### config.mk
export PLATFORM = sky130hd
export DESIGN_NAME = cbps_front_flat
export DESIGN_NICKNAME = d
export VERILOG_FILES = /design/src/design/cbps_pkg.sv /design/src/design/cbps_if.sv /design/src/design/cbps_front.sv /design/src/flat_wrapper.sv
export SDC_FILE = /design/constraint.sdc
export NUM_CORES = 1
export LEC_CHECK = 0
export BUFFER_PORTS_ARGS = -buffer_cell sky130_fd_sc_hd__buf_2
export CORE_UTILIZATION = 30
export CTS_BUF_LIST = sky130_fd_sc_hd__clkbuf_4
export DETAILED_ROUTE_END_ITERATION = 7
export GPL_TIMING_DRIVEN = 1
export SLEW_MARGIN = 20
export SYNTH_ARGS = -nofsm -noshare
export SYNTH_HDL_FRONTEND = slang
export SYNTH_SLANG_ARGS = --single-unit
### constraint.sdc
create_clock -name i_clk -period 9.8 [get_ports i_clk]
set_input_delay 1.96 -clock i_clk [delete_from_list [all_inputs] [get_ports i_clk]]
set_output_delay 1.96 -clock i_clk [all_outputs]
set_load 0.05 [all_outputs]
### src/design/cbps_pkg.sv
// Shared types and constants for the cubic Bezier point sampler.
// No dependencies; every other file uses this package by scoped names.
`default_nettype none

package cbps_pkg;

    localparam int FRAC_BITS_DEF = 16;
    localparam int CFG_W         = 6;
    localparam logic [CFG_W-1:0] SAMPLES_RST = 6'd10;
    localparam int COORD_W       = 32;
    localparam int COLOR_W       = 24;
    localparam int CHAN_W        = 8;
    // power-basis coefficients: up to twelve times a coordinate, plus sign
    localparam int COEF_W        = 36;
    localparam int QDEPTH        = 2;

    typedef struct packed {
        logic signed [COORD_W-1:0] x0;
        logic signed [COORD_W-1:0] y0;
        logic signed [COORD_W-1:0] x1;
        logic signed [COORD_W-1:0] y1;
        logic signed [COORD_W-1:0] x2;
        logic signed [COORD_W-1:0] y2;
        logic signed [COORD_W-1:0] x3;
        logic signed [COORD_W-1:0] y3;
        logic [COLOR_W-1:0]        stroke_color;
        logic                      first_segment;
    } t_segment;

    typedef struct packed {
        logic signed [COORD_W-1:0] point_x;
        logic signed [COORD_W-1:0] point_y;
        logic [CHAN_W-1:0]         red;
        logic [CHAN_W-1:0]         green;
        logic [CHAN_W-1:0]         blue;
        logic                      blank_jump;
        logic                      last_point;
    } t_point;

    // one segment as the back end consumes it
    typedef struct packed {
        logic signed [COORD_W-1:0] p0x;
        logic signed [COORD_W-1:0] p0y;
        logic signed [COEF_W-1:0]  d1x;
        logic signed [COEF_W-1:0]  d2x;
        logic signed [COEF_W-1:0]  d3x;
        logic signed [COEF_W-1:0]  d1y;
        logic signed [COEF_W-1:0]  d2y;
        logic signed [COEF_W-1:0]  d3y;
        logic [CHAN_W-1:0]         red;
        logic [CHAN_W-1:0]         green;
        logic [CHAN_W-1:0]         blue;
        logic                      first;
        logic [CFG_W-1:0]          n;
    } t_seg_rec;

    typedef struct packed {
        logic [CHAN_W-1:0] red;
        logic [CHAN_W-1:0] green;
        logic [CHAN_W-1:0] blue;
        logic              blank;
        logic              last;
    } t_meta;

endpackage

`default_nettype wire

### src/design/cbps_if.sv
// Valid/ready channel interfaces for segments in and points out.
// Depends on cbps_pkg for the payload types.
`default_nettype none

interface cbps_seg_if;
    logic                valid;
    logic                ready;
    cbps_pkg::t_segment  payload;
    modport source (output valid, output payload, input ready);
    modport sink   (input valid, input payload, output ready);
endinterface


`default_nettype wire

### src/design/cbps_front.sv
// Front end: takes segment transfers and turns control points into power-basis
// coefficients. Depends on cbps_pkg and cbps_if.
`default_nettype none

module cbps_front (
    input  wire logic                        i_clk,
    input  wire logic                        i_rst_n,
    input  wire logic [cbps_pkg::CFG_W-1:0]  i_samples,
    cbps_seg_if.sink                         i_seg,
    output logic                             o_valid,
    output cbps_pkg::t_seg_rec               o_rec,
    input  wire logic                        i_ready
);

    function automatic logic signed [cbps_pkg::COEF_W-1:0] times3(
        input logic signed [cbps_pkg::COEF_W-1:0] v
    );
        return (v <<< 1) + v;
    endfunction

    logic                      r_valid;
    cbps_pkg::t_seg_rec        r_rec;
    cbps_pkg::t_seg_rec        n_rec;
    logic                      take;
    logic signed [cbps_pkg::COEF_W-1:0] ax0, ax1, ax2, ax3, ay0, ay1, ay2, ay3;

    assign i_seg.ready = !r_valid || i_ready;
    assign take        = i_seg.valid && i_seg.ready;

    always_comb begin
        ax0 = cbps_pkg::COEF_W'(i_seg.payload.x0);
        ax1 = cbps_pkg::COEF_W'(i_seg.payload.x1);
        ax2 = cbps_pkg::COEF_W'(i_seg.payload.x2);
        ax3 = cbps_pkg::COEF_W'(i_seg.payload.x3);
        ay0 = cbps_pkg::COEF_W'(i_seg.payload.y0);
        ay1 = cbps_pkg::COEF_W'(i_seg.payload.y1);
        ay2 = cbps_pkg::COEF_W'(i_seg.payload.y2);
        ay3 = cbps_pkg::COEF_W'(i_seg.payload.y3);
        n_rec.p0x   = i_seg.payload.x0;
        n_rec.p0y   = i_seg.payload.y0;
        n_rec.d1x   = times3(ax1 - ax0);
        n_rec.d2x   = times3(ax0 - (ax1 <<< 1) + ax2);
        n_rec.d3x   = ax3 - ax0 + times3(ax1 - ax2);
        n_rec.d1y   = times3(ay1 - ay0);
        n_rec.d2y   = times3(ay0 - (ay1 <<< 1) + ay2);
        n_rec.d3y   = ay3 - ay0 + times3(ay1 - ay2);
        n_rec.red   = i_seg.payload.stroke_color[7:0];
        n_rec.green = i_seg.payload.stroke_color[15:8];
        n_rec.blue  = i_seg.payload.stroke_color[23:16];
        n_rec.first = i_seg.payload.first_segment;
        // zero steps behaves as one step
        n_rec.n     = (i_samples == '0) ? cbps_pkg::CFG_W'(1) : i_samples;
    end

    always_ff @(posedge i_clk) begin
        if (!i_rst_n) begin
            r_valid <= 1'b0;
        end else if (take) begin
            r_valid <= 1'b1;
        end else if (i_ready) begin
            r_valid <= 1'b0;
        end
    end

    always_ff @(posedge i_clk) begin
        if (take) begin
            r_rec <= n_rec;
        end
    end

    assign o_valid = r_valid;
    assign o_rec   = r_rec;

endmodule

`default_nettype wire

### src/flat_wrapper.sv
// flat-port wrapper written by rule: the top's interface ports become plain ports
module cbps_front_flat 
  (i_clk, i_rst_n, i_samples, o_valid, o_rec, i_ready, i_seg_valid, i_seg_payload, i_seg_ready);
  cbps_seg_if i_seg_i ();
  input  wire logic i_clk;
  input  wire logic i_rst_n;
  input  wire logic [cbps_pkg::CFG_W-1:0] i_samples;
  output logic o_valid;
  output cbps_pkg::t_seg_rec o_rec;
  input  wire logic i_ready;
  input wire logic [$bits(i_seg_i.valid)-1:0] i_seg_valid;
  input wire logic [$bits(i_seg_i.payload)-1:0] i_seg_payload;
  output wire logic [$bits(i_seg_i.ready)-1:0] i_seg_ready;
  assign i_seg_i.valid = i_seg_valid;
  assign i_seg_i.payload = i_seg_payload;
  assign i_seg_ready = i_seg_i.ready;
  cbps_front u_core (.i_clk(i_clk), .i_rst_n(i_rst_n), .i_samples(i_samples), .i_seg(i_seg_i), .o_valid(o_valid), .o_rec(o_rec), .i_ready(i_ready));
endmodule
==> results.json, run 1 <==
{
  "status": "completed",
  "switching_share_pct": 52.6,
  "gp_congestion": 0.913,
  "seq_power_share_pct": 19.3,
  "cpMostUsedCell": "o21ai_0",
  "p_clk_share_pct": 9.7,
  "drc": 0,
  "grt.total_usage_pct": 17.6,
  "critPathLaunchType": "input port",
  "nFillCells": 11800,
  "cp_data_required_time_ps": 10440,
  "whs_ps": 579,
  "drive_gt1_share_pct": 17.8,
  "nets": 5290,
  "synth_top_area_share_pct": 27.0,
  "post-cts-setup-buffers": 0,
  "yosys.cell_count.top_type": "ha_1",
  "rsz0062_at_grt": "no",
  "ys_top_cells_by_count": "ha_1, inv_1, a21oi_1",
  "antenna_found_initial": 31,
  "slew_headroom_pct": 33.3,
  "fin_crit_ps": 7510,
  "fin_crit_sh_pct": 76.6,
  "p_leak_uw": 0.0191,
  "start_util_pct": 30.4,
  "clkSinkCount": 310,
  "io_pins": 604,
  "cts_max_level": 3,
  "coreArea_sq_um": 113000,
  "setup_viol": 0,
  "dieArea_sq_um": 116000,
  "clk_latency_ps": 930,
  "viasPerCell": 4.94,
  "die_x_microns": 340,
  "critPathSlowestCell": "fa_1",
  "max_freq_ghz": 0.133,
  "crit_type": "input port to register",
  "path_max_fanout": 5,
  "hpwl_microns": 88400,
  "power.internal_uw": 6180,
  "path_delay_family": "compound AO/OA/AOI/OAI gates",
  "vias": 29500,
  "syn_avg_cell_area_sq_um": 9.25,
  "finalSetupTns_ps": 0,
  "netlist_area_sq_um": 34400,
  "routed_wl_microns": 105000,
  "netlist_instances": 3713,
  "crit_arrival_ps": 8150,
  "drtIter0Drc": 1930,
  "wl_per_cell_microns": 17.6,
  "cts_tree": "done",
  "cts_max_path_buffers": 3,
  "overflow": 0,
  "grt_pass1_wl_microns": 158000,
  "yosys.area.top_type": "edfxtp_1",
  "crit_buf_inv": 3,
  "firstDrtPassIters": 5,
  "worst_pin_slew_ps": 1000,
  "path_clk_slew_ps": 60,
  "ir_drop_mv": 0.170,
  "ys.flop_type": "edfxtp_1",
  "grt_max_degree": 139,
  "finalNonFillerCells": 5981,
  "finalClockSkew_ps": 58.4,
  "grt_pass1_vias": 27700,
  "p_per_area_nw_per_um2": 322,
  "ctsResizeCount": 0,
  "ys_ff_latch": 310,
  "placed_cells": 5803,
  "io_buffers": 603,
  "cts_buffers": 92,
  "slew_viol_final": 0,
  "critPathCaptureType": "register",
  "area_delta_synth_final_pct": 17.6,
  "syn_nets": 4606,
  "hold_viol_final": 0,
  "power_frac_comb_pct": 71.0,
  "synth-edff-count": 309,
  "cap_violations": 0,
  "ant_nets": 0,
  "cts_hold_buf": 0,
  "root_buffer": "clkbuf_4",
  "ys_warn_count": 0,
  "synth-seq-area-share_pct": 27.1,
  "cpPeakStageDelay_ps": 530,
  "die_y_microns": 340,
  "ys_types": 83,
  "synth_area_leaders": "edfxtp_1, ha_1, fa_1",
  "p_sw_uw": 6840,
  "async_flop_share_pct": 0,
  "hold_class": "register to register",
  "core.rowCount": 123
}
[worst min-delay path, delay by kind of cell, from the launching register on]
family | cells | cell delay, ps
and+or+nand+nor | 1 | 120
DFF | 1 | 330
AOI/OAI and AO/OA | 1 | 90
[sequential cells by signal, summed over array words and instances, names as in the netlist]
name / flops
u_core.o_rec: 309
u_core.o_valid: 1
[kinds of logic after synthesis]
kind of cell,synth area share [%]
xor+xnor,9.68
mux,0.120
buf+inv,5.15
flops,27.1
compound gates,20.8
fa+ha+maj,24.9
simple gates,12.2
[stage by stage]
step           worst slack (ps)  area, sq um  utilization [%]  total power (uW)
2_1_floorplan              2290        34400                -              9350
3_3_place_gp               1600        39200             34.7             11700
3_5_place_dp               1530        39200             34.7             11700
4_1_cts                    2520        40400             35.7             13100
5_1_grt                    1880        40400             35.8             14100
6_report                   2290        40400             35.8             13000
[final timing paths]
kind	startpoint	end	slack [ps]	cells past startpoint
worst max-delay path	i_seg_payload[123]	u_core.o_rec[207]$_DFFE_PP_	2290	30
worst min-delay path	u_core.o_valid$_SDFFE_PN0P_	u_core.o_valid$_SDFFE_PN0P_	580	2
worst max register to register	u_core.o_valid$_SDFFE_PN0P_	u_core.o_rec[105]$_DFFE_PP_	7280	3
worst min register to register	u_core.o_valid$_SDFFE_PN0P_	u_core.o_valid$_SDFFE_PN0P_	580	2
[layout make-up]
cell class | instances | area, sq um | share of cell area [%]
Clock buffer | 127 | 953 | 2.36
Tap cell | 1500 | 1880 | 4.64
Antenna cell | 18 | 45.0 | 0.111
Timing Repair Buffer | 608 | 3070 | 7.59
Clock inverter | 33 | 190 | 0.471
Multi-Input combinational cell | 2934 | 23300 | 57.6
Inverter | 451 | 1690 | 4.19
Sequential cell | 310 | 9300 | 23.0
[power groups by stage]
stage,clock (uW),sequential (uW),combinational (uW)
CTS,1320,2530,9270
finish,1260,2510,9240
detailed placement,0,2540,9200
global placement,0,2540,9190
global route,1390,2560,10100
floorplan,0,4060,5290
[layout by cell type, fill, tap and decap left out, types with 9 or more instances in the layout]
cell type and n:
nor4_1 12, or2_2 16, a21oi_1 336, edfxtp_1 309, nand2b_1 73, nand3_1 68, a31oi_1 36, o21bai_1 39
or3_1 16, o21a_1 60, xor2_1 104, a211oi_1 33, a21boi_0 32, nor2b_1 71, ha_1 464, nand4_1 27
and2_1 20, a41oi_1 9, nor3_1 55, nor2_1 232, nand2_1 176, or4_1 11, and4_1 14, xnor2_1 274
clkbuf_4 127, o211ai_1 22, a21o_1 202, diode_2 18, o31ai_1 11, o21ai_0 200, o31a_1 13, clkinv_1 20
and3_1 30, inv_1 451, buf_2 603, fa_1 138
[per-layer routing]
| layer | wire, microns | part of all wire (%) | GRT usage (%) | vias to the layer above |
|---|---|---|---|---|
| met4 | 2920 | 2.8 | 6.35 | 8 |
| met2 | 47800 | 45 | 28.0 | 790 |
| met1 | 49000 | 47 | 24.0 | 13800 |
| met3 | 5360 | 5.1 | 2.83 | 145 |
| met5 | 68 | 0.065 | 0 | - |
| li1 | - | - | - | 14800 |
(Power assumes the default switching activity.)
==> inputs of run 2 (changes only) <==
Settings changed: ABC_AREA set to 1.
Clock period 9.8 ns to 7.5 ns, I/O delays scaled along.
==> results.json, run 2 <==
{
  "cts_buffers": 91,
  "fin_crit_ps": 5880,
  "use_met1_pct": 24.5,
  "finalClockSkew_ps": 98.6,
  "root_buffer": "clkbuf_4",
  "rsz0062_at_grt": "no",
  "syn_avg_cell_area_sq_um": 7.90,
  "crit_arrival_ps": 6670,
  "slew_viol_final": 0,
  "cts_max_path_buffers": 3,
  "synth-compound-area-share_pct": 16.1,
  "die_y_microns": 351,
  "syn_nets": 5514,
  "grt_pass1_vias": 34600,
  "fin_crit_sh_pct": 78.4,
  "firstDrtPassIters": 5,
  "ant_nets": 0,
  "p_leak_uw": 0.0213,
  "synthMuxAreaShare_pct": 0,
  "largest_register_ffs": 309,
  "p_per_area_nw_per_um2": 422,
  "ctsResizeCount": 0,
  "ir_drop_mv": 0.297,
  "switching_share_pct": 56.4,
  "drc": 0,
  "start_util_pct": 30.3,
  "synth-edff-count": 309,
  "ys_top_cells_by_count": "nand2_1, inv_1, a21oi_1",
  "synth_area_leaders": "edfxtp_1, ha_1, nand2_1",
  "critPathCaptureType": "register",
  "routed_wl_microns": 139000,
  "post-cts-setup-buffers": 0,
  "gp_congestion": 0.955,
  "netlist_area_sq_um": 36500,
  "multi_input_area_sq_um": 24100,
  "cpPeakStageDelay_ps": 490,
  "synthXorXnorAreaFrac_pct": 9.72,
  "synth_top_family_by_area": "adder cells",
  "final_cell_mix": "nand2_1, inv_1, buf_2, a21oi_1, ha_1",
  "drive_gt1_share_pct": 15.7,
  "cts_tree": "done",
  "reg2regPathDepth": 3,
  "synth_top_area_share_pct": 25.4,
  "register_area_sq_um": 9300,
  "placed_area_sq_um": 41600,
  "hpwl_microns": 121000,
  "die_x_microns": 351,
  "synth-seq-area-share_pct": 25.5,
  "crit_chain": "buf_2 -> inv_1 -> ha_1 -> fa_1 -> inv_1 -> a31oi_1 -> o21ai_0 -> nand2_1 -> o21bai_1 -> a31oi_1 -> o21ai_0 -> xor2_1 -> fa_1 -> ha_1 -> nand2_1 -> nor2_1 -> nand3_1 -> nand3_1 -> a21oi_1 -> o21ai_0 -> nand2_1 -> nand2_1 -> a21oi_1 -> xnor2_1",
  "antenna_found_initial": 46,
  "final_util_pct": 35.5,
  "cts_hold_buf": 0,
  "cp_data_required_time_ps": 8290,
  "async_flop_share_pct": 0,
  "slew_headroom_pct": 39.3,
  "netlist_instances": 4621,
  "setup_ws_ps": 1620,
  "use_met3_pct": 5.54,
  "grt_pass1_wl_microns": 203000,
  "seq_power_share_pct": 18.5,
  "drtIter0Drc": 1950,
  "io_pins": 604,
  "synthAdderAreaFrac_pct": 23.5,
  "p_sw_uw": 10200,
  "hold_class": "register to register",
  "wl_per_cell_microns": 19.8,
  "viasPerCell": 4.94,
  "nFillCells": 12900,
  "cpMostUsedCell": "nand2_1",
  "grt_util_met2_pct": 39.1,
  "clkSinkCount": 310,
  "path_clk_slew_ps": 70,
  "postLayoutCellArea_sq_um": 42800,
  "final_common_cell": "nand2_1",
  "dieArea_sq_um": 123000,
  "power_frac_comb_pct": 72.4,
  "ys_types": 56,
  "path_max_fanout": 5,
  "ys_ff_latch": 310,
  "vias": 34600,
  "setup_viol": 0,
  "post-place-ws_ps": 679,
  "yosys.area.top_type": "edfxtp_1",
  "core.rowCount": 127,
  "grt.busiest_layer": "met2",
  "yosys.area_share.simple_pct": 16.8,
  "status": "completed",
  "grt.total_usage_pct": 22.0,
  "cts_max_level": 3,
  "area_delta_synth_final_pct": 17.2,
  "power.internal_uw": 7860,
  "worst_pin_slew_ps": 911,
  "critPathLaunchType": "input port",
  "worstHoldPathCells": 2,
  "max_freq_ghz": 0.170,
  "ys_warn_count": 0,
  "grt_max_degree": 121,
  "critPathSlowestCell": "fa_1",
  "overflow": 0,
  "ys.flop_type": "edfxtp_1",
  "p_clk_share_pct": 9.2,
  "io_buffers": 603,
  "nets": 6211,
  "crit_type": "input port to register",
  "hold_viol_final": 0,
  "clk_latency_ps": 1100,
  "cap_violations": 0,
  "coreArea_sq_um": 120000,
  "finalSetupTns_ps": 0,
  "yosys.cell_count.top_type": "nand2_1"
}
==> run 2: changes by cell type in the layout (fill, tap and decap cells not counted), moves of 66 or more <==
cell and change:
nor2b_1 -71, nand2b_1 -73, xor2_1 +154, xnor2_1 -129
a21o_1 -165, nor2_1 +66, nand2_1 +684, inv_1 +349
a21oi_1 +165
==> run 2: cell type report <==
class / count / share of cell area [%]
diodes: 15 / 0.0878
repair buffers: 613 / 7.32
clock inverters: 34 / 0.421
flip-flops and latches: 310 / 21.7
clock buffers: 124 / 2.18
multi-input cells: 3489 / 56.4
inverters: 813 / 7.14
well taps: 1612 / 4.72
==> run 2: power groups by stage <==
stage / logic, uW / clock network [uW] / registers [uW]
after detailed placement: 13000 / 0 / 3370
after floorplan: 7320 / 0 / 5380
after global routing: 14400 / 1810 / 3400
after global placement: 13100 / 0 / 3380
after CTS: 13100 / 1750 / 3350
final: 13100 / 1650 / 3330
==> run 2: critical path: cells and delay by family <==
kind            cells  cell delay (ps)
compound gates      8             1630
fa+ha+maj           4             1520
simple gates        7             1050
xor+xnor            2              680
buf+inv             3              280
==> run 2: cell families after synthesis <==
| logic type | count (synthesis) |
|---|---|
| buf+inv | 822 |
| xor+xnor | 404 |
| fa+ha+maj | 602 |
| flops | 310 |
| simple gates | 1458 |
| compound gates | 1025 |
==> run 2: stage by stage <==
step | cells | total power, uW | hold slack, ps
CTS | 6995 | 18200 | 447
finish | 7010 | 18000 | 545
floorplan | 4621 | 12700 | 1140
global placement | 6837 | 16500 | 536
global route | 7004 | 19600 | 561
detailed placement | 6837 | 16400 | 543
==> run 2: final timing paths <==
path,startpoint,endpoint,slack (ps)
max,i_seg_payload[185],u_core.o_rec[168]$_DFFE_PP_,1620
min,u_core.o_valid$_SDFFE_PN0P_,u_core.o_valid$_SDFFE_PN0P_,540
max reg2reg,u_core.o_valid$_SDFFE_PN0P_,u_core.o_rec[192]$_DFFE_PP_,5190
min reg2reg,u_core.o_valid$_SDFFE_PN0P_,u_core.o_valid$_SDFFE_PN0P_,540
==> run 2: metal layers <==
| metal | share of wire (%) | wire, microns |
|---|---|---|
| met1 | 39 | 54200 |
| met2 | 48 | 67200 |
| met3 | 7.8 | 10800 |
| met4 | 4.5 | 6220 |
| met5 | 0.18 | 248 |
