--- config.mk ---
export PLATFORM = sky130hd
export DESIGN_NAME = cbps_queue
export DESIGN_NICKNAME = d
export VERILOG_FILES = /design/src/design/cbps_pkg.sv /design/src/design/cbps_queue.sv
export SDC_FILE = /design/constraint.sdc
export NUM_CORES = 1
export LEC_CHECK = 0
export BUFFER_PORTS_ARGS = -buffer_cell sky130_fd_sc_hd__buf_4
export CELL_PAD_IN_SITES_DETAIL_PLACEMENT = 1
export CELL_PAD_IN_SITES_GLOBAL_PLACEMENT = 1
export CORE_AREA = 2 2 246 248
export CTS_CLUSTER_DIAMETER = 150
export DETAILED_ROUTE_END_ITERATION = 6
export DIE_AREA = 0 0 248 250
export GPL_TIMING_DRIVEN = 0
export PLACE_DENSITY_LB_ADDON = 0.25
export SETUP_SLACK_MARGIN = 0.05
export SYNTH_ARGS = -nofsm -noshare
export SYNTH_HDL_FRONTEND = slang
export SYNTH_SLANG_ARGS = --single-unit
--- constraint.sdc ---
create_clock -name i_clk -period 23.3 [get_ports i_clk]
set_input_delay 4.66 -clock i_clk [delete_from_list [all_inputs] [get_ports i_clk]]
set_output_delay 4.66 -clock i_clk [all_outputs]
set_load 0.03 [all_outputs]
--- src/design/cbps_pkg.sv ---
// Shared types and constants for the cubic Bezier point sampler.
// No dependencies; every other file uses this package by scoped names.
`default_nettype none

package cbps_pkg;

    localparam int FRAC_BITS_DEF = 16;
    localparam int CFG_W         = 6;
    localparam logic [CFG_W-1:0] SAMPLES_RST = 6'd10;
    localparam int COORD_W       = 32;
    localparam int COLOR_W       = 24;
    localparam int CHAN_W        = 8;
    // power-basis coefficients: up to twelve times a coordinate, plus sign
    localparam int COEF_W        = 36;
    localparam int QDEPTH        = 2;

    typedef struct packed {
        logic signed [COORD_W-1:0] x0;
        logic signed [COORD_W-1:0] y0;
        logic signed [COORD_W-1:0] x1;
        logic signed [COORD_W-1:0] y1;
        logic signed [COORD_W-1:0] x2;
        logic signed [COORD_W-1:0] y2;
        logic signed [COORD_W-1:0] x3;
        logic signed [COORD_W-1:0] y3;
        logic [COLOR_W-1:0]        stroke_color;
        logic                      first_segment;
    } t_segment;

    typedef struct packed {
        logic signed [COORD_W-1:0] point_x;
        logic signed [COORD_W-1:0] point_y;
        logic [CHAN_W-1:0]         red;
        logic [CHAN_W-1:0]         green;
        logic [CHAN_W-1:0]         blue;
        logic                      blank_jump;
        logic                      last_point;
    } t_point;

    // one segment as the back end consumes it
    typedef struct packed {
        logic signed [COORD_W-1:0] p0x;
        logic signed [COORD_W-1:0] p0y;
        logic signed [COEF_W-1:0]  d1x;
        logic signed [COEF_W-1:0]  d2x;
        logic signed [COEF_W-1:0]  d3x;
        logic signed [COEF_W-1:0]  d1y;
        logic signed [COEF_W-1:0]  d2y;
        logic signed [COEF_W-1:0]  d3y;
        logic [CHAN_W-1:0]         red;
        logic [CHAN_W-1:0]         green;
        logic [CHAN_W-1:0]         blue;
        logic                      first;
        logic [CFG_W-1:0]          n;
    } t_seg_rec;

    typedef struct packed {
        logic [CHAN_W-1:0] red;
        logic [CHAN_W-1:0] green;
        logic [CHAN_W-1:0] blue;
        logic              blank;
        logic              last;
    } t_meta;

endpackage

`default_nettype wire

--- src/design/cbps_queue.sv ---
// Two-entry segment queue between front and back end.
// Depends on cbps_pkg.
`default_nettype none

module cbps_queue (
    input  wire logic               i_clk,
    input  wire logic               i_rst_n,
    input  wire logic               i_valid,
    input  cbps_pkg::t_seg_rec      i_rec,
    output logic                    o_ready,
    output logic                    o_valid,
    output cbps_pkg::t_seg_rec      o_rec,
    input  wire logic               i_pop
);

    localparam int AW = (cbps_pkg::QDEPTH > 1) ? $clog2(cbps_pkg::QDEPTH) : 1;
    localparam int CW = $clog2(cbps_pkg::QDEPTH + 1);

    cbps_pkg::t_seg_rec r_mem [cbps_pkg::QDEPTH];
    logic [AW-1:0]      r_wp;
    logic [AW-1:0]      r_rp;
    logic [CW-1:0]      r_cnt;
    logic               push;
    logic               pop;

    assign o_ready = r_cnt != CW'(cbps_pkg::QDEPTH);
    assign o_valid = r_cnt != '0;
    assign push    = i_valid && o_ready;
    assign pop     = i_pop && o_valid;
    assign o_rec   = r_mem[r_rp];

    always_ff @(posedge i_clk) begin
        if (!i_rst_n) begin
            r_wp  <= '0;
            r_rp  <= '0;
            r_cnt <= '0;
        end else begin
            if (push) begin
                r_wp <= (r_wp == AW'(cbps_pkg::QDEPTH - 1)) ? '0 : r_wp + 1'b1;
            end
            if (pop) begin
                r_rp <= (r_rp == AW'(cbps_pkg::QDEPTH - 1)) ? '0 : r_rp + 1'b1;
            end
            if (push && !pop) begin
                r_cnt <= r_cnt + 1'b1;
            end else if (pop && !push) begin
                r_cnt <= r_cnt - 1'b1;
            end
        end
    end

    always_ff @(posedge i_clk) begin
        if (push) begin
            r_mem[r_wp] <= i_rec;
        end
    end

endmodule

`default_nettype wire

==> results of run 1 <==
stage by stage:
step / instances / instance area (um2) / power, uW / util / worst slack (ns)
final: 2536 / 32300 / 3880 / 0.543 / 16.72
after CTS: 2530 / 32300 / 3940 / 0.543 / 16.63
after detailed placement: 2409 / 30100 / 2840 / 0.505 / 16.57
after global routing: 2536 / 32300 / 4020 / 0.543 / 16.62
after floorplan: 992 / 24200 / 2420 / - / 10.81
after global placement: 2401 / 29900 / 2890 / 0.501 / 6.23
worst max-delay path, stage by stage (launching register included):
cell     delay, ns
dfxtp_1       0.32
buf_6         0.14
buf_12        0.21
buf_12        0.18
mux2_4        0.31
buf_4         0.18
logic make-up after synthesis:
group / after synthesis / share of synthesized area
mux: 311 / 0.190
buf+inv: 36 / 0.0275
flops: 627 / 0.777
simple gates: 9 / 0.00269
fa+ha+maj: 1 / 0.000518
xor+xnor: 3 / 0.00109
compound gates: 5 / 0.00145
layout by cell type, fill, tap and decap left out, drive strengths merged:
cell type    n
nand2b       1
o21ai        2
inv          4
clkbuf      81
mux2       311
bufinv       9
edfxtp     622
xnor2        2
and3         1
clkinv      27
and2         4
ha           1
a21bo        1
xor2         1
or2          1
a21boi       2
or3          1
nand3b       1
buf        670
clkinvlp     1
dfxtp        5
diode        6
cell type report:
type,instances,area share
Antenna cell,6,0.000464
Timing Repair Buffer,635,0.152
Clock inverter,40,0.0138
Inverter,1,0.000348
Clock buffer,81,0.0561
Sequential cell,627,0.581
Buffer,35,0.0205
Tap cell,782,0.0303
Multi-Input combinational cell,329,0.146
report_power, final:
part | leakage [uW] | switching, uW | internal, uW
sequential | 0.00585 | 35.2 | 1410
clock | 0.00111 | 428 | 657
combinational | 0.00559 | 748 | 604
synthesized netlist by cell type, drive strengths merged, types with 2 or more instances:
library cell,instances
mux2,311
xnor2,2
edfxtp,622
a21boi,2
dfxtp,5
o21ai,2
and2,4
buf,35
per-layer routing:
layer / up-vias / global-route usage
met5: - / 0
met4: 10 / 0.0773
met3: 106 / 0.0765
met2: 395 / 0.321
met1: 5951 / 0.197
li1: 5396 / -
state kept, by name, summed over array words and instances (netlist names), named ones only:
register  count
r_cnt         2
r_rp          1
r_wp          1
r_mem       622
worst paths after layout:
check                                          endpoint  slack (ns)
worst min-delay path              r_cnt[1]$_SDFFE_PN0P_        0.59
worst max-delay path                          o_rec[74]       16.72
worst min register to register    r_cnt[1]$_SDFFE_PN0P_        0.59
worst max register to register  r_mem[1][117]$_DFFE_PP_       20.78
==> impl_metrics.json, run 1 <==
{
  "ys_dominant_reg_cell": "edfxtp_1",
  "synth_area_leader_cell": "edfxtp_1",
  "io_pins": 628,
  "ctsHoldBuffers": 0,
  "grtUsageTotal": 0.185,
  "drt_wl_total_um": 58800,
  "reg2reg_from": "r_cnt[0]$_SDFFE_PN0P_",
  "holdWs_ns": 0.587,
  "finalMaxSlewViolations": 0,
  "rows": 90,
  "critPathMaxFanout": 10,
  "dr.pass1.iters": 4,
  "setup_tns_ns": 0,
  "top_layer": "met5",
  "slew_headroom": 0.442,
  "hold_depth": 2,
  "hold_path.startpoint": "r_cnt[1]$_SDFFE_PN0P_",
  "antenna_found_initial": 12,
  "clkSinkCount": 627,
  "grt_max_degree": 118,
  "areaGrowthSynthToFinish_pct": 33.8,
  "critPathRequiredTime_ns": 18.64,
  "tightest_slew_ns": 0.837,
  "die_x_um": 248,
  "fin_crit_sh": 0.282,
  "dr_wl_met2_um": 30900,
  "multiInputGateArea_mm2": 0.00473,
  "synth_area_mm2": 0.0242,
  "synthTopCellsByArea": "edfxtp_1, mux2_4, buf_12",
  "async_reset_ff_frac": 0,
  "wl_per_cell_um": 23.2,
  "hold_viol_final": 0,
  "grt_pass1_vias": 13000,
  "start_util": 0.406,
  "portBuffers": 627,
  "vdd_drop_max_mv": 0.0948,
  "clockBufferDepth": 3,
  "grt_pass1_wl_um": 83600,
  "grt_overflow": 0,
  "fmax_ghz": 0.152,
  "arrival_ns": 1.92,
  "critPathCaptureType": "output port",
  "reg2reg_depth": 5,
  "cts_resized": 0,
  "final_nets": 2013,
  "htreeDepth": 3,
  "worstSetupPathType": "flip-flop to output port",
  "drc": 0,
  "ys_ff_latch": 627,
  "postCtsSetupRepairBufs": 0,
  "coreArea_mm2": 0.0596,
  "cts-root-buf": "clkbuf_16",
  "rsz0062_at_grt": "no",
  "synth-edff-count": 622,
  "vias_per_cell": 4.68,
  "die_height_um": 250,
  "synth_fp_nets": 1308,
  "drive_above_1_share": 0.621,
  "seq_area_mm2": 0.0188,
  "ant_nets": 0,
  "clock_skew_ns": 0.0198,
  "dieArea_mm2": 0.0620,
  "drv_cap": 0,
  "clkLatencyLatePin_ns": 0.59,
  "status": "completed",
  "hpwl_um": 42100,
  "place.gp.congestion": 0.772,
  "fin_crit_ns": 6.58,
  "syn_area_per_cell_um2": 24.4,
  "worstSetupStartpointType": "flip-flop",
  "synth_top_area_share": 0.773,
  "wl_met3_um": 5640,
  "yosysUniqueCellTypes": 22,
  "drt_iter0_markers": 600,
  "cts_buffers": 68,
  "tritoncts": "done",
  "yosysSeqAreaShare": 0.777,
  "m1WireLength_um": 20300,
  "nFillCells": 5353,
  "synth_cells": 992,
  "vias": 11900,
  "hold_class": "flip-flop to flip-flop",
  "power.density_mw_per_mm2": 120,
  "clk_pin_slew_ns": 0.06,
  "yosysWarnings": 0,
  "setup_viol": 0,
  "p_leak_uw": 0.0126
}
Note: power is estimated with default switching activity, not from simulation.
==> run 2: changes to the inputs <==
- CORE_AREA: 2 2 246 248 -> 2 2 242 244
- DIE_AREA: 0 0 248 250 -> 0 0 244 246
- clock period: 23.3 -> 6.5 ns (I/O delays scaled with it)
==> run 2 against run 1 <==
Effect of this change:
- non-clock buffer count increased by 6
- first-iteration DRC count decreased by 15%
- final area decreased by 0.38%
- via count increased by 0.44%
- critical path type unchanged
- critical endpoint is now o_rec[41]
- largest power group unchanged
- highest routed layer unchanged
==> impl_metrics.json, run 2 (synthesis results as in run 1) <==
{
  "status": "completed",
  "setup_viol": 0,
  "path_cells": "buf_6, buf_12, buf_12, mux2_4, buf_4",
  "hold_viol_final": 0,
  "path_buf_inv": 4,
  "clkLatencyLatePin_ns": 0.60,
  "final_cell_mix": "buf_4, edfxtp_1, mux2_4, clkbuf_16, buf_12",
  "power.share.sequential": 0.379,
  "r2r_end": "r_mem[0][254]$_DFFE_PP_",
  "cts_resized": 0,
  "min_to": "r_cnt[1]$_SDFFE_PN0P_",
  "ctsHoldBuffers": 0,
  "dieArea_mm2": 0.0600,
  "r2r_setup_slack_ns": 3.92,
  "grt_max_degree": 63,
  "intPower_uw": 9300,
  "largest_reg_flops": 622,
  "power_switching_uw": 4340,
  "grtUsageTotal": 0.196,
  "clk_pin_slew_ns": 0.06,
  "clockBufferDepth": 3,
  "areaGrowthSynthToFinish_pct": 33.3,
  "antenna_found_initial": 13,
  "utilization": 0.562,
  "drc": 0,
  "vias_per_cell": 4.72,
  "numPlacedInstances": 2398,
  "grt_overflow": 0,
  "reg2reg_from": "r_cnt[0]$_SDFFE_PN0P_",
  "reg_top3": "r_mem x622, r_cnt x2",
  "coreArea_mm2": 0.0574,
  "dr.pass1.iters": 5,
  "postCtsSetupRepairBufs": 0,
  "worstSetupStartpointType": "flip-flop",
  "rows": 88,
  "drive_above_1_share": 0.617,
  "hold_depth": 2,
  "drt_wl_total_um": 60100,
  "cts_buffers": 68,
  "die_height_um": 246,
  "portBuffers": 627,
  "start_util": 0.421,
  "stdcell_area_mm2": 0.0322,
  "drv_cap": 0,
  "grt_pass1_wl_um": 86000,
  "drt_iter0_markers": 512,
  "fin_crit_ns": 3.24,
  "switching_share": 0.318,
  "place.gp.congestion": 0.752,
  "tightest_slew_ns": 0.646,
  "critPathCaptureType": "output port",
  "cp_common_cell": "buf_12",
  "layout_commonest_cell": "buf_4",
  "arrival_ns": 1.94,
  "slew_headroom": 0.570,
  "setup_tns_ns": 0,
  "vdd_drop_max_mv": 0.295,
  "hold_class": "flip-flop to flip-flop",
  "placed_area_mm2": 0.0302,
  "cp_slowest_cell": "dfxtp_1",
  "top_register": "r_mem",
  "die_x_um": 244,
  "cts-root-buf": "clkbuf_16",
  "wl_per_cell_um": 23.8,
  "reg2reg_depth": 7,
  "cp_top_family": "buffers and inverters",
  "clock_skew_ns": 0.0206,
  "fmax_ghz": 0.309,
  "io_pins": 628,
  "clkPwrFrac": 0.261,
  "ant_nets": 0,
  "tritoncts": "done",
  "hpwl_um": 43800,
  "critPathMaxFanout": 10,
  "worstSetupPathType": "flip-flop to output port",
  "finalMaxSlewViolations": 0,
  "slowest_delay_ns": 0.32,
  "power.density_mw_per_mm2": 423,
  "comb_power_share": 0.360,
  "hold_path.startpoint": "r_cnt[1]$_SDFFE_PN0P_",
  "p_leak_uw": 0.0125,
  "rsz0062_at_grt": "no",
  "htreeDepth": 3,
  "layoutNonFillerInstCount": 2525,
  "final_nets": 2019,
  "clkSinkCount": 627,
  "critPathRequiredTime_ns": 5.20,
  "fin_crit_sh": 0.498,
  "holdWs_ns": 0.587,
  "grt_pass1_vias": 13200,
  "vias": 11900
}
## run 2: tightest hold or removal path, cell delays in order, from the launching register on
cell and delay (ns):
dfxtp_1 0.36, o21ai_0 0.11, a21boi_1 0.07
## run 2: routing by layer
| layer | share of wire | track usage | vias up |
|---|---|---|---|
| met3 | 0.086 | 0.0760 | 110 |
| met1 | 0.33 | 0.199 | 5997 |
| met5 | 0.00068 | 0 | - |
| li1 | - | - | 5403 |
| met4 | 0.036 | 0.0845 | 6 |
| met2 | 0.54 | 0.357 | 394 |
## run 2: power groups by stage
stage,registers [uW],clock network (uW),logic (uW)
floorplan,5320,0,3270
global placement,5410,0,4840
detailed placement,5260,0,4960
CTS,5180,3670,4980
global route,5210,3810,5120
finish,5170,3560,4910
## run 2: worst max-delay path by stage
stage / endpoint / slack (ns) / cells after the start
finish: o_rec[41] / 3.26 / 5
global route: o_rec[19] / 3.19 / 5
CTS: o_rec[41] / 3.19 / 5
detailed placement: r_mem[1][142]$_DFFE_PP_ / 3.06 / 5
global placement: r_mem[0][256]$_DFFE_PP_ / -3.23 / 3
floorplan: r_mem[0][0]$_DFFE_PP_ / 0.02 / 2
## run 2: through the flow
step | setup slack (ns) | total power (uW)
2_1_floorplan | 0.0247 | 8600
3_3_place_gp | -3.23 | 10200
3_5_place_dp | 3.06 | 10200
4_1_cts | 3.19 | 13800
5_1_grt | 3.19 | 14100
6_report | 3.26 | 13600
## run 2: final cells by class
class,instances,area [um2]
Fill cell,5121,25100
Sequential cell,627,18800
Timing Repair Buffer,641,5020
Multi-Input combinational cell,329,4730
Clock buffer,85,1810
Tap cell,765,957
Buffer,35,662
Clock inverter,33,228
Antenna cell,9,22.5
Inverter,1,7.51
==> run 3: changes to the inputs <==
- ABC_AREA: default -> 1
- clock period: 6.5 -> 3.25 ns (I/O delays scaled with it)
==> run 3 against run 2 <==
Effect of this change:
- die area unchanged
- global-route usage rose by 0.078 points
- worst hold slack worse by 0.35 ns
- synthesized area is essentially flat
- critical path type unchanged
- clock skew is 0.00090 ns lower
==> impl_metrics.json, run 3 <==
{
  "die_x_um": 244,
  "path_buf_inv": 3,
  "clockBufferDepth": 3,
  "wl_met3_um": 5340,
  "grtUsageTotal": 0.197,
  "start_util": 0.421,
  "yosysWarnings": 0,
  "drive_above_1_share": 0.613,
  "synth_common_cells": "edfxtp_1, mux2_4, buf_12",
  "synth_cells": 1005,
  "setup_viol": 0,
  "ys_ff_latch": 627,
  "async_reset_ff_frac": 0,
  "final_cell_mix": "buf_4, edfxtp_1, mux2_4, clkbuf_16, buf_12",
  "grt_pass1_wl_um": 86400,
  "final_nets": 2042,
  "cp_top_family": "buffers and inverters",
  "ant_nets": 0,
  "drc": 0,
  "top_layer": "met5",
  "vias_per_cell": 4.76,
  "fin_crit_ns": 2.61,
  "clk_pin_slew_ns": 0.06,
  "grt_pass1_vias": 13300,
  "arrival_ns": 1.96,
  "grt_max_degree": 32,
  "htreeDepth": 3,
  "wl_per_cell_um": 23.8,
  "clkLatencyLatePin_ns": 0.60,
  "synth_top_area_share": 0.773,
  "place.gp.congestion": 0.758,
  "layout_commonest_cell": "buf_4",
  "power.density_mw_per_mm2": 825,
  "coreArea_mm2": 0.0574,
  "status": "completed",
  "cts_resized": 0,
  "synth-edff-count": 622,
  "slew_headroom": 0.376,
  "hold_viol_final": 0,
  "io_pins": 628,
  "drt_wl_total_um": 60700,
  "drt_iter0_markers": 430,
  "hold_class": "primary input to flip-flop",
  "yosysSeqAreaShare": 0.777,
  "synthTopCellsByArea": "edfxtp_1, mux2_4, buf_12",
  "ctsHoldBuffers": 0,
  "portBuffers": 627,
  "cts_buffers": 68,
  "rsz0062_at_grt": "no",
  "vias": 12100,
  "yosysMostFrequentCell": "edfxtp_1",
  "yosysUniqueCellTypes": 16,
  "p_leak_uw": 0.0127,
  "largest_reg_flops": 622,
  "rows": 88,
  "top_register": "r_mem",
  "grt_overflow": 0,
  "finalMaxSlewViolations": 0,
  "worstSetupStartpointType": "flip-flop",
  "clock_skew_ns": 0.0197,
  "die_height_um": 246,
  "m1WireLength_um": 21000,
  "dr_wl_met2_um": 32500,
  "tritoncts": "done",
  "tightest_slew_ns": 0.933,
  "vdd_drop_max_mv": 0.515,
  "synth_area_mm2": 0.0242,
  "slowest_delay_ns": 0.41,
  "hpwl_um": 44700,
  "path_cells": "buf_6, buf_2, mux2_2, buf_4",
  "critPathMaxFanout": 10,
  "reg_top3": "r_mem x622, r_cnt x2",
  "synth_fp_nets": 1321,
  "fmax_ghz": 0.382,
  "dieArea_mm2": 0.0600,
  "synth_area_leader_cell": "edfxtp_1",
  "clkSinkCount": 627,
  "cts-root-buf": "clkbuf_16",
  "ys_dominant_reg_cell": "edfxtp_1",
  "cp_slowest_cell": "mux2_2",
  "antenna_found_initial": 9,
  "holdWs_ns": 0.235,
  "syn_area_per_cell_um2": 24.1,
  "postCtsSetupRepairBufs": 0,
  "drv_cap": 0,
  "worstSetupPathType": "flip-flop to output port",
  "setup_tns_ns": 0,
  "fin_crit_sh": 0.804,
  "dr.pass1.iters": 6,
  "critPathRequiredTime_ns": 2.60,
  "critPathCaptureType": "output port",
  "areaGrowthSynthToFinish_pct": 34.5,
  "nFillCells": 5110
}
-- run 3: cell count changes in the layout (fill, tap and decap cells not counted), sizes merged, moves of 5 or more --
cell	before	now
diode	9	4
nand2	0	9
inv	5	11
clkbuf	85	92
nor2	0	8
buf	676	686
-- run 3: area by class of cell --
class / instances / area (um2) / area share
sequential: 627 / 18800 / 0.578
timing repair buffer: 651 / 5240 / 0.161
multi-input combinational: 335 / 4740 / 0.146
clock buffer: 92 / 1860 / 0.0571
tap: 765 / 957 / 0.0294
buffer: 35 / 662 / 0.0204
clock inverter: 32 / 233 / 0.00716
inverter: 8 / 30.0 / 0.000924
antenna: 4 / 10.0 / 0.000308
-- run 3: path summary, 6_finish.rpt --
check	to	depth (start not counted)	startpoint	slack, ns
setup reg to reg	r_mem[0][275]$_DFFE_PP_	7	r_cnt[0]$_SDFFE_PN0P_	0.80
setup / recovery	o_rec[297]	4	flip-flop	0.64
hold reg to reg	r_rp$_SDFFE_PN0P_	2	r_rp$_SDFFE_PN0P_	0.54
hold / removal	r_mem[1][117]$_DFFE_PP_	1	i_rec[117]	0.23
-- run 3: through the flow --
| step | cells | power [uW] | utilization | worst slack [ns] | area (um2) |
|---|---|---|---|---|---|
| floorplan | 1005 | 16600 | - | -2.47 | 24200 |
| global placement | 2397 | 19700 | 0.521 | -5.37 | 29900 |
| detailed placement | 2421 | 19800 | 0.530 | 0.552 | 30400 |
| CTS | 2545 | 27200 | 0.566 | 0.536 | 32500 |
| global route | 2549 | 27800 | 0.567 | 0.536 | 32500 |
| finish | 2549 | 26800 | 0.567 | 0.636 | 32500 |
-- run 3: worst register-to-register path: stages (launching register included) --
cell     delay (ns)
dfxtp_1        0.35
inv_1          0.12
nand2_4        0.11
nand2_8        0.07
nor2_4         0.73
buf_12         0.32
buf_16         0.21
buf_12         0.23
-- run 3: metal layers --
| metal | up-vias | global-route usage |
|---|---|---|
| li1 | 5447 | - |
| met1 | 6142 | 0.208 |
| met2 | 414 | 0.353 |
| met3 | 113 | 0.0757 |
| met4 | 10 | 0.0782 |
| met5 | - | 0 |
-- run 3: cell families after synthesis --
logic type,Yosys count,synth area share
AOI/OAI and AO/OA,4,0.000932
and+or+nand+nor,19,0.00311
buffers and inverters,43,0.0286
adders and majority gates,1,0.000518
muxes,311,0.190
DFF,627,0.777
-- run 3: report_power, final --
part | switching (uW) | internal (uW)
Sequential | 277 | 10200
Clock | 3070 | 4190
Combinational | 5040 | 4040
Total | 8380 | 18400
